--- config.mk ---
export PLATFORM = sky130hd
export DESIGN_NAME = utf16_to_utf8_transcoder_unit
export DESIGN_NICKNAME = d
export VERILOG_FILES = /design/src/rtl/core/utt_pkg.sv /design/src/rtl/core/utt_group_enc.sv /design/src/rtl/core/utf16_to_utf8_transcoder_unit.sv
export SDC_FILE = /design/constraint.sdc
export NUM_CORES = 1
export LEC_CHECK = 0
export ABC_AREA = 1
export BUFFER_PORTS_ARGS = -buffer_cell sky130_fd_sc_hd__buf_2
export CORE_ASPECT_RATIO = 1.2
export CORE_MARGIN = 2
export CORE_UTILIZATION = 50
export CTS_BUF_LIST = sky130_fd_sc_hd__clkbuf_2
export DETAILED_ROUTE_END_ITERATION = 12
export PLACE_DENSITY = 0.67
export SLEW_MARGIN = 20
export SYNTH_ARGS = -nofsm -noshare
export SYNTH_HDL_FRONTEND = slang
export SYNTH_SLANG_ARGS = --single-unit
--- constraint.sdc ---
create_clock -name clk -period 4.6 [get_ports clk]
set_input_delay 0.92 -clock clk [delete_from_list [all_inputs] [get_ports clk]]
set_output_delay 0.92 -clock clk [all_outputs]
set_load 0.01 [all_outputs]
--- src/rtl/core/utt_pkg.sv ---
`default_nettype none

package utt_pkg;

	// Surrogate ranges and UTF-8 code points
	localparam logic [15:0] HighFirst = 16'hD800;
	localparam logic [15:0] LowFirst  = 16'hDC00;
	localparam logic [15:0] LowEnd    = 16'hE000;
	localparam logic [20:0] PlaneOne  = 21'h10000;
	localparam logic [7:0]  Backslash = 8'h5C;
	localparam logic [7:0]  Slash     = 8'h2F;

	// Most bytes one transfer can give: a flushed surrogate plus a 3-byte unit
	localparam int unsigned MaxBytes = 6;

	// One encoded code point: up to four bytes, count 1..4
	typedef struct packed {
		logic [3:0][7:0] bytes;
		logic [2:0]      count;
	} enc_t;

	// One result group: all bytes caused by one input transfer
	typedef struct packed {
		logic [MaxBytes-1:0][7:0] bytes;
		logic [2:0]               last;
		logic                     fin;
		logic                     empty;
	} grp_t;

	// Replace a backslash by a forward slash
	function automatic logic [7:0] fix_slash(input logic [7:0] b);
		fix_slash = (b == Backslash) ? Slash : b;
	endfunction

	// Encode a code point below 0x110000 as UTF-8, replacing a backslash by a forward slash
	function automatic enc_t encode(input logic [20:0] c);
		enc_t e;
		e.bytes = '0;
		if (c < 21'h80) begin
			e.bytes[0] = fix_slash(c[7:0]);
			e.count    = 3'd1;
		end else if (c < 21'h800) begin
			e.bytes[0] = {3'b110, c[10:6]};
			e.bytes[1] = {2'b10, c[5:0]};
			e.count    = 3'd2;
		end else if (c < PlaneOne) begin
			e.bytes[0] = {4'b1110, c[15:12]};
			e.bytes[1] = {2'b10, c[11:6]};
			e.bytes[2] = {2'b10, c[5:0]};
			e.count    = 3'd3;
		end else begin
			e.bytes[0] = {5'b11110, c[20:18]};
			e.bytes[1] = {2'b10, c[17:12]};
			e.bytes[2] = {2'b10, c[11:6]};
			e.bytes[3] = {2'b10, c[5:0]};
			e.count    = 3'd4;
		end
		encode = e;
	endfunction

endpackage

`default_nettype wire

--- src/rtl/core/utt_group_enc.sv ---
`default_nettype none

module utt_group_enc (
	input  wire logic          clk,
	input  wire logic          arst_n,
	input  wire logic          accept,
	input  wire logic [15:0]   code_unit,
	input  wire logic          final_unit,
	output utt_pkg::grp_t      grp,
	output logic               grp_load
);
	import utt_pkg::*;

	logic       held_valid_q;
	logic [9:0] held_bits_q;
	logic       terminated_q;

	logic       is_high;
	logic       is_low;
	logic       pair;
	logic       en_a;
	logic       en_b;
	logic [20:0] a_code;
	enc_t       enc_a;
	enc_t       enc_b;
	logic [2:0] na;
	logic [2:0] nb;
	logic [2:0] n;
	logic [7:0][7:0] a8;
	logic [7:0][7:0] b8;
	logic [2:0] j;

	// Classify the unit against the surrogate ranges
	assign is_high = (code_unit >= HighFirst) && (code_unit < LowFirst);
	assign is_low  = (code_unit >= LowFirst) && (code_unit < LowEnd);
	assign pair    = held_valid_q && is_low;

	// First part: surrogate pair or flushed lone high surrogate
	assign en_a   = !terminated_q && held_valid_q;
	assign a_code = pair ? (PlaneOne + 21'({held_bits_q, code_unit[9:0]}))
	                     : 21'({6'b110110, held_bits_q});
	assign enc_a  = encode(a_code);

	// Second part: the unit itself unless it is held, is or follows a zero unit, or was paired
	assign en_b  = !terminated_q && !pair && (code_unit != 16'h0)
	               && !(is_high && !final_unit);
	assign enc_b = encode(21'(code_unit));

	assign na = en_a ? enc_a.count : 3'd0;
	assign nb = en_b ? enc_b.count : 3'd0;
	assign n  = na + nb;
	assign a8 = {32'h0, enc_a.bytes};
	// Zero the second part when it gives nothing, so an empty result carries byte 0
	assign b8 = {32'h0, (en_b ? enc_b.bytes : 32'h0)};

	// Pack both parts into one group
	always_comb begin
		grp.bytes = '0;
		j         = '0;
		for (int i = 0; i < MaxBytes; i++) begin
			j = 3'(i) - na;
			grp.bytes[i] = (3'(i) < na) ? a8[i] : b8[j];
		end
		grp.empty = (n == 3'd0);
		grp.last  = grp.empty ? 3'd0 : (n - 3'd1);
		grp.fin   = final_unit;
		grp_load  = !grp.empty || final_unit;
	end

	// Advance the surrogate and terminator state on each accepted unit until a zero unit; the final unit clears it
	always_ff @(posedge clk or negedge arst_n) begin
		if (!arst_n) begin
			held_valid_q <= 1'b0;
			held_bits_q  <= '0;
			terminated_q <= 1'b0;
		end else if (accept) begin
			if (final_unit) begin
				held_valid_q <= 1'b0;
				held_bits_q  <= '0;
				terminated_q <= 1'b0;
			end else if (!terminated_q) begin
				held_valid_q <= is_high;
				if (is_high) begin
					held_bits_q <= code_unit[9:0];
				end
				if (code_unit == 16'h0) begin
					terminated_q <= 1'b1;
				end
			end
		end
	end

endmodule

`default_nettype wire

--- src/rtl/core/utf16_to_utf8_transcoder_unit.sv ---
`default_nettype none

// UTF-16 to UTF-8 name transcoder. Each input transfer carries one UTF-16 code
// unit; each output transfer carries one UTF-8 byte. A unit is encoded in the
// cycle it is taken and its bytes (up to six when a held high surrogate is
// flushed) go to a two-deep group queue, from whose second stage they are sent.
// The output port sends one byte per cycle while dst_stall is low, and that
// port sets the rate: a unit's bytes leave one after another, so ASCII text
// flows at one unit per cycle; units with more bytes hold later units back.
// A high surrogate that is not final waits for the next unit and gives nothing
// at once. On the unit marked final, a name that would give no byte ends with
// one result whose byte_valid is low.
module utf16_to_utf8_transcoder_unit (
	input  wire logic        clk,
	input  wire logic        arst_n,
	input  wire logic        src_valid,
	output logic             src_stall,
	input  wire logic [15:0] code_unit,
	input  wire logic        final_unit,
	output logic             dst_valid,
	input  wire logic        dst_stall,
	output logic [7:0]       out_byte,
	output logic             byte_valid,
	output logic             run_end,
	output logic             name_end
);
	import utt_pkg::*;

	logic       accept;
	grp_t       grp;
	logic       grp_load;
	grp_t       grp_s1;
	logic       valid_s1;
	grp_t       grp_s2;
	logic       valid_s2;
	logic [2:0] idx_q;
	logic       xfer;
	logic       s2_done;
	logic       s1_move;

	assign accept = src_valid && !src_stall;

	utt_group_enc u_enc (
		.clk        (clk),
		.arst_n     (arst_n),
		.accept     (accept),
		.code_unit  (code_unit),
		.final_unit (final_unit),
		.grp        (grp),
		.grp_load   (grp_load)
	);

	// Handshake between the two group stages
	assign xfer      = dst_valid && !dst_stall;
	assign s2_done   = xfer && (idx_q == grp_s2.last);
	assign s1_move   = valid_s1 && (!valid_s2 || s2_done);
	assign src_stall = valid_s1 && !s1_move;

	// Hold the freshly encoded group
	always_ff @(posedge clk or negedge arst_n) begin
		if (!arst_n) begin
			valid_s1 <= 1'b0;
		end else if (accept && grp_load) begin
			valid_s1 <= 1'b1;
		end else if (s1_move) begin
			valid_s1 <= 1'b0;
		end
	end

	always_ff @(posedge clk) begin
		if (accept && grp_load) begin
			grp_s1 <= grp;
		end
	end

	// Serialize the group one byte per transfer
	always_ff @(posedge clk or negedge arst_n) begin
		if (!arst_n) begin
			valid_s2 <= 1'b0;
			idx_q    <= '0;
		end else if (s1_move) begin
			valid_s2 <= 1'b1;
			idx_q    <= '0;
		end else if (s2_done) begin
			valid_s2 <= 1'b0;
		end else if (xfer) begin
			idx_q <= idx_q + 3'd1;
		end
	end

	always_ff @(posedge clk) begin
		if (s1_move) begin
			grp_s2 <= grp_s1;
		end
	end

	assign dst_valid  = valid_s2;
	assign out_byte   = grp_s2.bytes[idx_q];
	assign byte_valid = !grp_s2.empty;
	assign run_end    = (idx_q == grp_s2.last);
	assign name_end   = grp_s2.fin && (idx_q == grp_s2.last);

`ifndef ASSERT_OFF
	a_idx_in_group: assert property (@(posedge clk) disable iff (!arst_n)
		valid_s2 |-> (idx_q <= grp_s2.last))
		else $error("byte index past end of group");

	a_stall_needs_group: assert property (@(posedge clk) disable iff (!arst_n)
		src_stall |-> (valid_s1 && valid_s2))
		else $error("input stalled with a free group stage");

	a_group_continues: assert property (@(posedge clk) disable iff (!arst_n)
		(xfer && !run_end) |=> dst_valid)
		else $error("group dropped before its last byte");

	a_empty_closes: assert property (@(posedge clk) disable iff (!arst_n)
		(dst_valid && !byte_valid) |-> (run_end && name_end))
		else $error("empty result that does not close the name");
`endif

endmodule

`default_nettype wire
# --- After elaboration in Yosys (flattened, before gate mapping) ---
# Index checks and enable logic that the tools add are counted.
totals:
  wordCells: 147
  latch_bits: 0
  inputBits: 21
  rom_bits: 0
  out_inout_bits: 13
  ff_bits: 123
  memories: 0
  ram_bits: 0
op_classes:
  reduce_logical: 37
  div_mod_pow: 0
  bitwise: 0
  shift: 0
  mux: 49
  eq_ne: 5
  multipliers: 0
  order_cmp: 22
  addsub: 10
ops:
  columns: ["operator", "n"]
  rows:
  - ["$bmux W8 S3", 7]
  - ["$mux W8", 15]
  - ["$mux W24", 2]
  - ["$ge A16 B16 Y1 const B", 2]
  - ["$lt A16 B16 Y1 const B", 2]
  - ["$mux W16", 2]
  - ["$mux W10", 3]
  - ["$lt A3 B4 Y1 const B", 7]
  - ["$mux W25", 1]
  - ["$mux W11", 2]
  - ["$add A17 B20 Y21 const A", 1]
  - ["$lt A21 B12 Y1 const B", 1]
  - ["$lt A21 B17 Y1 const B", 1]
  - ["$lt A21 B8 Y1 const B", 1]
  - ["$mux W21", 1]
  - ["$mux W19", 1]
  - ["$mux W17", 1]
  - ["$eq A8 B7 Y1 const B", 2]
  - ["$logic_not A16 Y1", 1]
  - ["$lt A16 B12 Y1 const B", 1]
  - ["$lt A16 B8 Y1 const B", 1]
  - ["$reduce_bool A16 Y1", 1]
  - ["$logic_and A1 B1 Y1", 15]
  - ["$mux W3", 5]
  - ["other kinds (19)", 47]

# --- Longest topological paths before layout ---
logic_depth:
  word_depth: 15
  depth_mapped: 22
  depth_no_buf: 21

# --- Modules after synthesis ---
# From an unflattened synthesis, not the netlist that was laid out.
unflattened:
  hier_cells: 680
  area_unflattened_um2: 6428.7
modules_own_cells:
  columns: ["module", "area_per_inst_um2", "seq_area_each_um2", "instances", "cells_each"]
  rows:
  - ["utf16_to_utf8_transcoder_unit", 3985.1, 3308.2, 1, 240]
  - ["utt_group_enc", 2443.6, 300.3, 1, 440]

# --- Least setup slack after synthesis ---
# Ideal clock, no wire load.
synth_timing:
  path_type: "input port to flip-flop"
  start: "input code_unit[13]"
  end: "register grp_s1[0] (netlist name) (enable)"
  setup_ns: 0.407
  cell_stages: 19
  slack_ns: -0.152
  n_path_buf: 2
  arrival_ns: 4.344
  required_ns: 4.193
  path_cell_list: "inv_2 nand3_2 nor2_4 nand2_2 buf_6 a21oi_2 nor2_4 o211ai_4 nand2_4 nand2_8 inv_4 buf_8 ha_1 fa_1 inv_1 ha_1 nand2_2 o21ai_1 inv_1"
synth_via:
  elab_chain_len: 14
  elab_cells_between_ends: 32
  cone_classes: "1 x add/sub; 9 x order compare; 8 x mux; 14 x reduce/logical"
synth_rtl:
  columns: ["element", "line", "source"]
  rows:
  - ["from (decl)", "utf16_to_utf8_transcoder_unit.sv:18", "input wire logic [15:0] code_unit,"]
  - ["$ge A16 B16 Y1 / $lt A16 B16 Y1 (equally long branches)", "utt_group_enc.sv:35", "assign is_low = (code_unit >= LowFirst) && (code_unit < LowEnd);"]
  - ["$logic_and A1 B1 Y1", "utt_group_enc.sv:35", null]
  - ["$logic_and A1 B1 Y1", "utt_group_enc.sv:36", "assign pair = held_valid_q && is_low;"]
  - ["$mux W21", "utt_group_enc.sv:40", "assign a_code = pair ? (PlaneOne + 21'({held_bits_q, code_unit[9:0]}))"]
  - ["$lt A21 B17 Y1", "utt_pkg.sv:46", "end else if (c < PlaneOne) begin"]
  - ["$mux W25", "utt_pkg.sv:46", null]
  - ["$mux W19", "utt_pkg.sv:42", "end else if (c < 21'h800) begin"]
  - ["$mux W11", "utt_pkg.sv:39", "if (c < 21'h80) begin"]
  - ["$mux W3", "utt_group_enc.sv:49", "assign na = en_a ? enc_a.count : 3'd0;"]
  - ["$add A3 B3 Y3 *", "utt_group_enc.sv:51", "assign n = na + nb;"]
  - ["$logic_not A3 Y1 *", "utt_group_enc.sv:64", "grp.empty = (n == 3'd0);"]
  - ["$logic_not A1 Y1 *", "utt_group_enc.sv:67", "grp_load = !grp.empty || final_unit;"]
  - ["$logic_or A1 B1 Y1 *", "utt_group_enc.sv:67", null]
  - ["$logic_and A1 B1 Y1 *", "utf16_to_utf8_transcoder_unit.sv:71", "if (accept && grp_load) begin"]
  - ["to (signal assigned)", "utf16_to_utf8_transcoder_unit.sv:72", "grp_s1 <= grp;"]
  - ["to (decl)", "utf16_to_utf8_transcoder_unit.sv:32", "grp_t grp_s1;"]
# Every way passes the cells marked *; elsewhere a longest branch is shown, timed or not.
# A chain may end at the register's enable or synchronous reset.

# --- Worst setup path after layout ---
layout_timing:
  start: "register u_enc.held_valid_q"
  end: "register grp_s1[52] (netlist name) (enable)"
layout_via:
  elab_chain_len: 12
  elab_cells_between_ends: 20
  cone_classes: "1 x add/sub; 3 x order compare; 6 x mux; 10 x reduce/logical"
layout_rtl:
  columns: ["element", "line", "source"]
  rows:
  - ["from (decl)", "utt_group_enc.sv:14", "logic held_valid_q;"]
  - ["from (signal assigned)", "utt_group_enc.sv:82", "held_valid_q <= is_high;"]
  - ["$logic_and A1 B1 Y1", "utt_group_enc.sv:36", null]
  - ["$mux W21", "utt_group_enc.sv:40", null]
  - ["$lt A21 B17 Y1", "utt_pkg.sv:46", null]
  - ["$mux W25", "utt_pkg.sv:46", null]
  - ["$mux W19", "utt_pkg.sv:42", null]
  - ["$mux W11", "utt_pkg.sv:39", null]
  - ["$mux W3", "utt_group_enc.sv:49", null]
  - ["$add A3 B3 Y3 *", "utt_group_enc.sv:51", null]
  - ["$logic_not A3 Y1 *", "utt_group_enc.sv:64", null]
  - ["$logic_not A1 Y1 *", "utt_group_enc.sv:67", null]
  - ["$logic_or A1 B1 Y1 *", "utt_group_enc.sv:67", null]
  - ["$logic_and A1 B1 Y1 *", "utf16_to_utf8_transcoder_unit.sv:71", null]
# Marked as above.

==> flow_metrics.py <==
metrics = {
    "global_route": {
        "grt.total_usage_pct": 27.9,
        "grt_pass1_wl_mm": 28.8,
        "antenna_found_initial": 1,
        "grt_max_degree": 54,
        "grt_pass1_vias": 5262,
        "overflow": 0,
    },
    "yosys": {
        "seq_area_frac_synth_pct": 55.1,
        "ys_warn_count": 0,
        "syn_area_sq_um": 6550,
        "synth_seq_cells": 123,
        "synthDistinctLibCells": 49,
        "yosys.area.top_type": "edfxtp_1",
        "syn_avg_cell_area_sq_um": 9.04,
        "yosysMostFrequentCell": "nand2_1",
        "synth_top_cell_area_share_pct": 48.6,
        "synthTopCellsByArea": "edfxtp_1 (49%), nand2_1 (9.7%), dfrtp_1 (6.5%), o21ai_0 (5.5%), nand3_1 (4.7%)",
        "synth_edf_count": 106,
        "async_flop_share_pct": 13.8,
        "synth-main-ff-cell": "edfxtp_1",
        "syn_inst": 725,
        "ys_top_cells_by_count": "nand2_1 (169), edfxtp_1 (106), nor2_1 (80)",
    },
    "cts": {
        "holdBufCountCts": 0,
        "cts-resized-gates": 0,
        "htree_levels": 4,
        "cts_root_buffer": "clkbuf_2",
        "cts_tree": "done",
        "numCtsBuffers": 17,
        "clk_pin_slew_ns": 0.22,
        "clk_path_buf_depth": 2,
        "cts_post_setup_buffers_inserted": 0,
        "clkSinkCount": 123,
        "clkLatencyLatePin_ns": 0.67,
    },
    "floorplanning": {
        "rows": 45,
        "fp.coreArea_sq_um": 12700,
        "start_util_pct": 51.5,
        "die_area_sq_um": 14000,
        "die_w_um": 108,
        "io_pins": 34,
        "die_h_um": 129,
    },
    "sta": {
        "finalMaxSlewViolations": 0,
        "timing.hold.ws_ns": 0.144,
        "setup_viol": 0,
        "max_freq_mhz": 262,
        "fin_crit_sh_pct": 82.9,
        "finalClockSkew_ns": 0.0404,
        "period_needed_ns": 3.82,
        "setup_tns_ns": 0,
        "rsz0062_at_grt": "false",
        "slew_headroom_pct": 47.9,
        "finalHoldViolCount": 0,
        "worstMarginPinSlew_ns": 0.781,
    },
    "finish": {
        "synthToLayoutAreaGrowth_pct": 10.4,
        "nets": 806,
        "fin_area_sq_um": 7230,
        "drive_gt1_share_pct": 14.6,
    },
    "power": {
        "leakage_nw": 3.09,
        "power.share.clock_pct": 23.6,
        "p_per_area_nw_per_um2": 444,
        "ir_drop_uv": 321,
        "switching_share_pct": 35.5,
        "total_power_mw": 3.21,
        "p_sw_mw": 1.14,
        "p_int_mw": 2.07,
        "p_seq_share_pct": 48.6,
        "p_comb_share_pct": 27.8,
    },
    "routing": {
        "drt_wl_total_mm": 18.2,
        "vias": 5323,
        "avgViaCountPerCell": 5.59,
        "ant_nets": 0,
        "drt_iter0_drc": 438,
        "drc_errors": 0,
        "wire_per_inst_um": 19.1,
        "dr.pass1.iters": 5,
    },
    "setup_path": {
        "rr_startpoint": "u_enc.held_valid_q",
        "worstPathCellList": "nand2_1 -> nor3_4 -> nand3_1 -> nand3_1 -> nor2_2 -> nand2_2 -> inv_1 -> nor2_1 -> nand2_1 -> inv_1 -> fa_1 -> inv_1 -> ha_1 -> nand2_2 -> o21ai_1 -> clkinvlp_4 -> buf_12",
        "cpPeakStageDelay_ns": 0.47,
        "slowest_stage": "dfrtp_1",
        "cpMostUsedCell": "inv_1",
        "critical_path.startpoint_type": "flip-flop",
        "cp-end-kind": "flip-flop",
        "r2r-end": "grp_s1[52]",
        "cpLargestDelayFamily": "simple AND/OR/NAND/NOR gates",
        "required_ns": 4.99,
        "critPathKind": "reg2reg",
        "arrival_ns": 4.20,
        "worst-r2r-cell-count": 17,
        "path_buf_inv": 5,
        "reg2reg_setup_slack_ns": 0.78,
        "critPathMaxFanout": 53,
    },
    "place": {
        "hpwl_mm": 14.1,
        "port_buffers": 33,
        "place_area_sq_um": 6960,
        "gp_congestion": 0.998,
    },
    "worst_hold_path": {
        "holdCritPathClass": "in2async",
    },
    "run": {
        "maxCapViolations": 0,
    },
    "status": {
        "status": "finished, final reports clean",
    },
}
## state kept, by name, indices dropped and copies added (netlist names)
register and flops:
u_enc.held_valid_q 1, grp_s2 53, dst_valid 1, idx_q 3, grp_s1 53, valid_s1 1, u_enc.held_bits_q 10, u_enc.terminated_q 1
## layout by cell type, fill, tap and decap left out, drive strengths merged, types with 5 or more instances in the layout
cell type and count:
a21oi 21, buf 49, clkbuf 17, clkinv 8
dfrtp 17, edfxtp 106, ha 10, inv 85
nand2 182, nand3 65, nand4 8, nor2 85
nor3 5, o211ai 7, o21ai 78, o22ai 7
o32ai 8
## worst max-delay path by stage
stage                  startpoint    endpoint  slack, ns  depth (start not counted)
3_3_place_gp        code_unit[13]  grp_s1[23]       0.32                         21
4_1_cts        u_enc.held_valid_q  grp_s1[52]       0.80                         17
2_1_floorplan       code_unit[13]   grp_s1[0]       0.02                         19
3_5_place_dp        code_unit[13]  grp_s1[23]       0.24                         19
5_1_grt        u_enc.held_valid_q  grp_s1[33]       0.41                         17
6_report       u_enc.held_valid_q  grp_s1[52]       0.78                         17
## final cells by class
class	instances	area (sq um)
Clock inverter	15	188
Antenna cell	1	2.50
Tap cell	164	205
Clock buffer	17	85.1
Sequential cell	123	3610
Fill cell	1202	5490
Multi-Input combinational cell	500	2530
Inverter	83	318
Timing Repair Buffer	49	298
## power by group through the flow
stage / sequential (mW) / clock (mW) / combinational (mW)
4_1_cts: 1.57 / 0.778 / 0.902
3_5_place_dp: 1.59 / 0 / 0.897
2_1_floorplan: 1.55 / 0 / 0.588
6_report: 1.56 / 0.758 / 0.894
3_3_place_gp: 1.58 / 0 / 0.881
5_1_grt: 1.58 / 0.827 / 1.00
## routing by layer
| metal | vias up | global-route usage [%] | wire length (um) |
|---|---|---|---|
| met5 | - | 0 | 0 |
| met1 | 2496 | 34.2 | 7440 |
| met3 | 58 | 4.78 | 714 |
| met2 | 201 | 46.4 | 8960 |
| li1 | 2568 | - | - |
| met4 | 0 | 16.2 | 1060 |
## cell families (layout without fill, tap and decap cells)
group	Yosys count	count (layout)	synth area share, %
simple gates	352	352	23.9
compound gates	129	129	11.4
flops	123	123	55.1
buf+inv	103	164	6.51
fa+ha+maj	11	11	2.22
xor+xnor	6	6	0.802
other cells	1	3	0.0572
## per-stage QoR
| stage | utilization [%] | cells | setup WS (ns) |
|---|---|---|---|
| 2_1_floorplan | - | 726 | 0.0214 |
| 6_report | 56.8 | 952 | 0.784 |
| 4_1_cts | 56.8 | 951 | 0.799 |
| 3_3_place_gp | 54.7 | 919 | 0.323 |
| 3_5_place_dp | 54.7 | 919 | 0.240 |
| 5_1_grt | 56.8 | 952 | 0.415 |
Power figures use the tool's default switching activity.
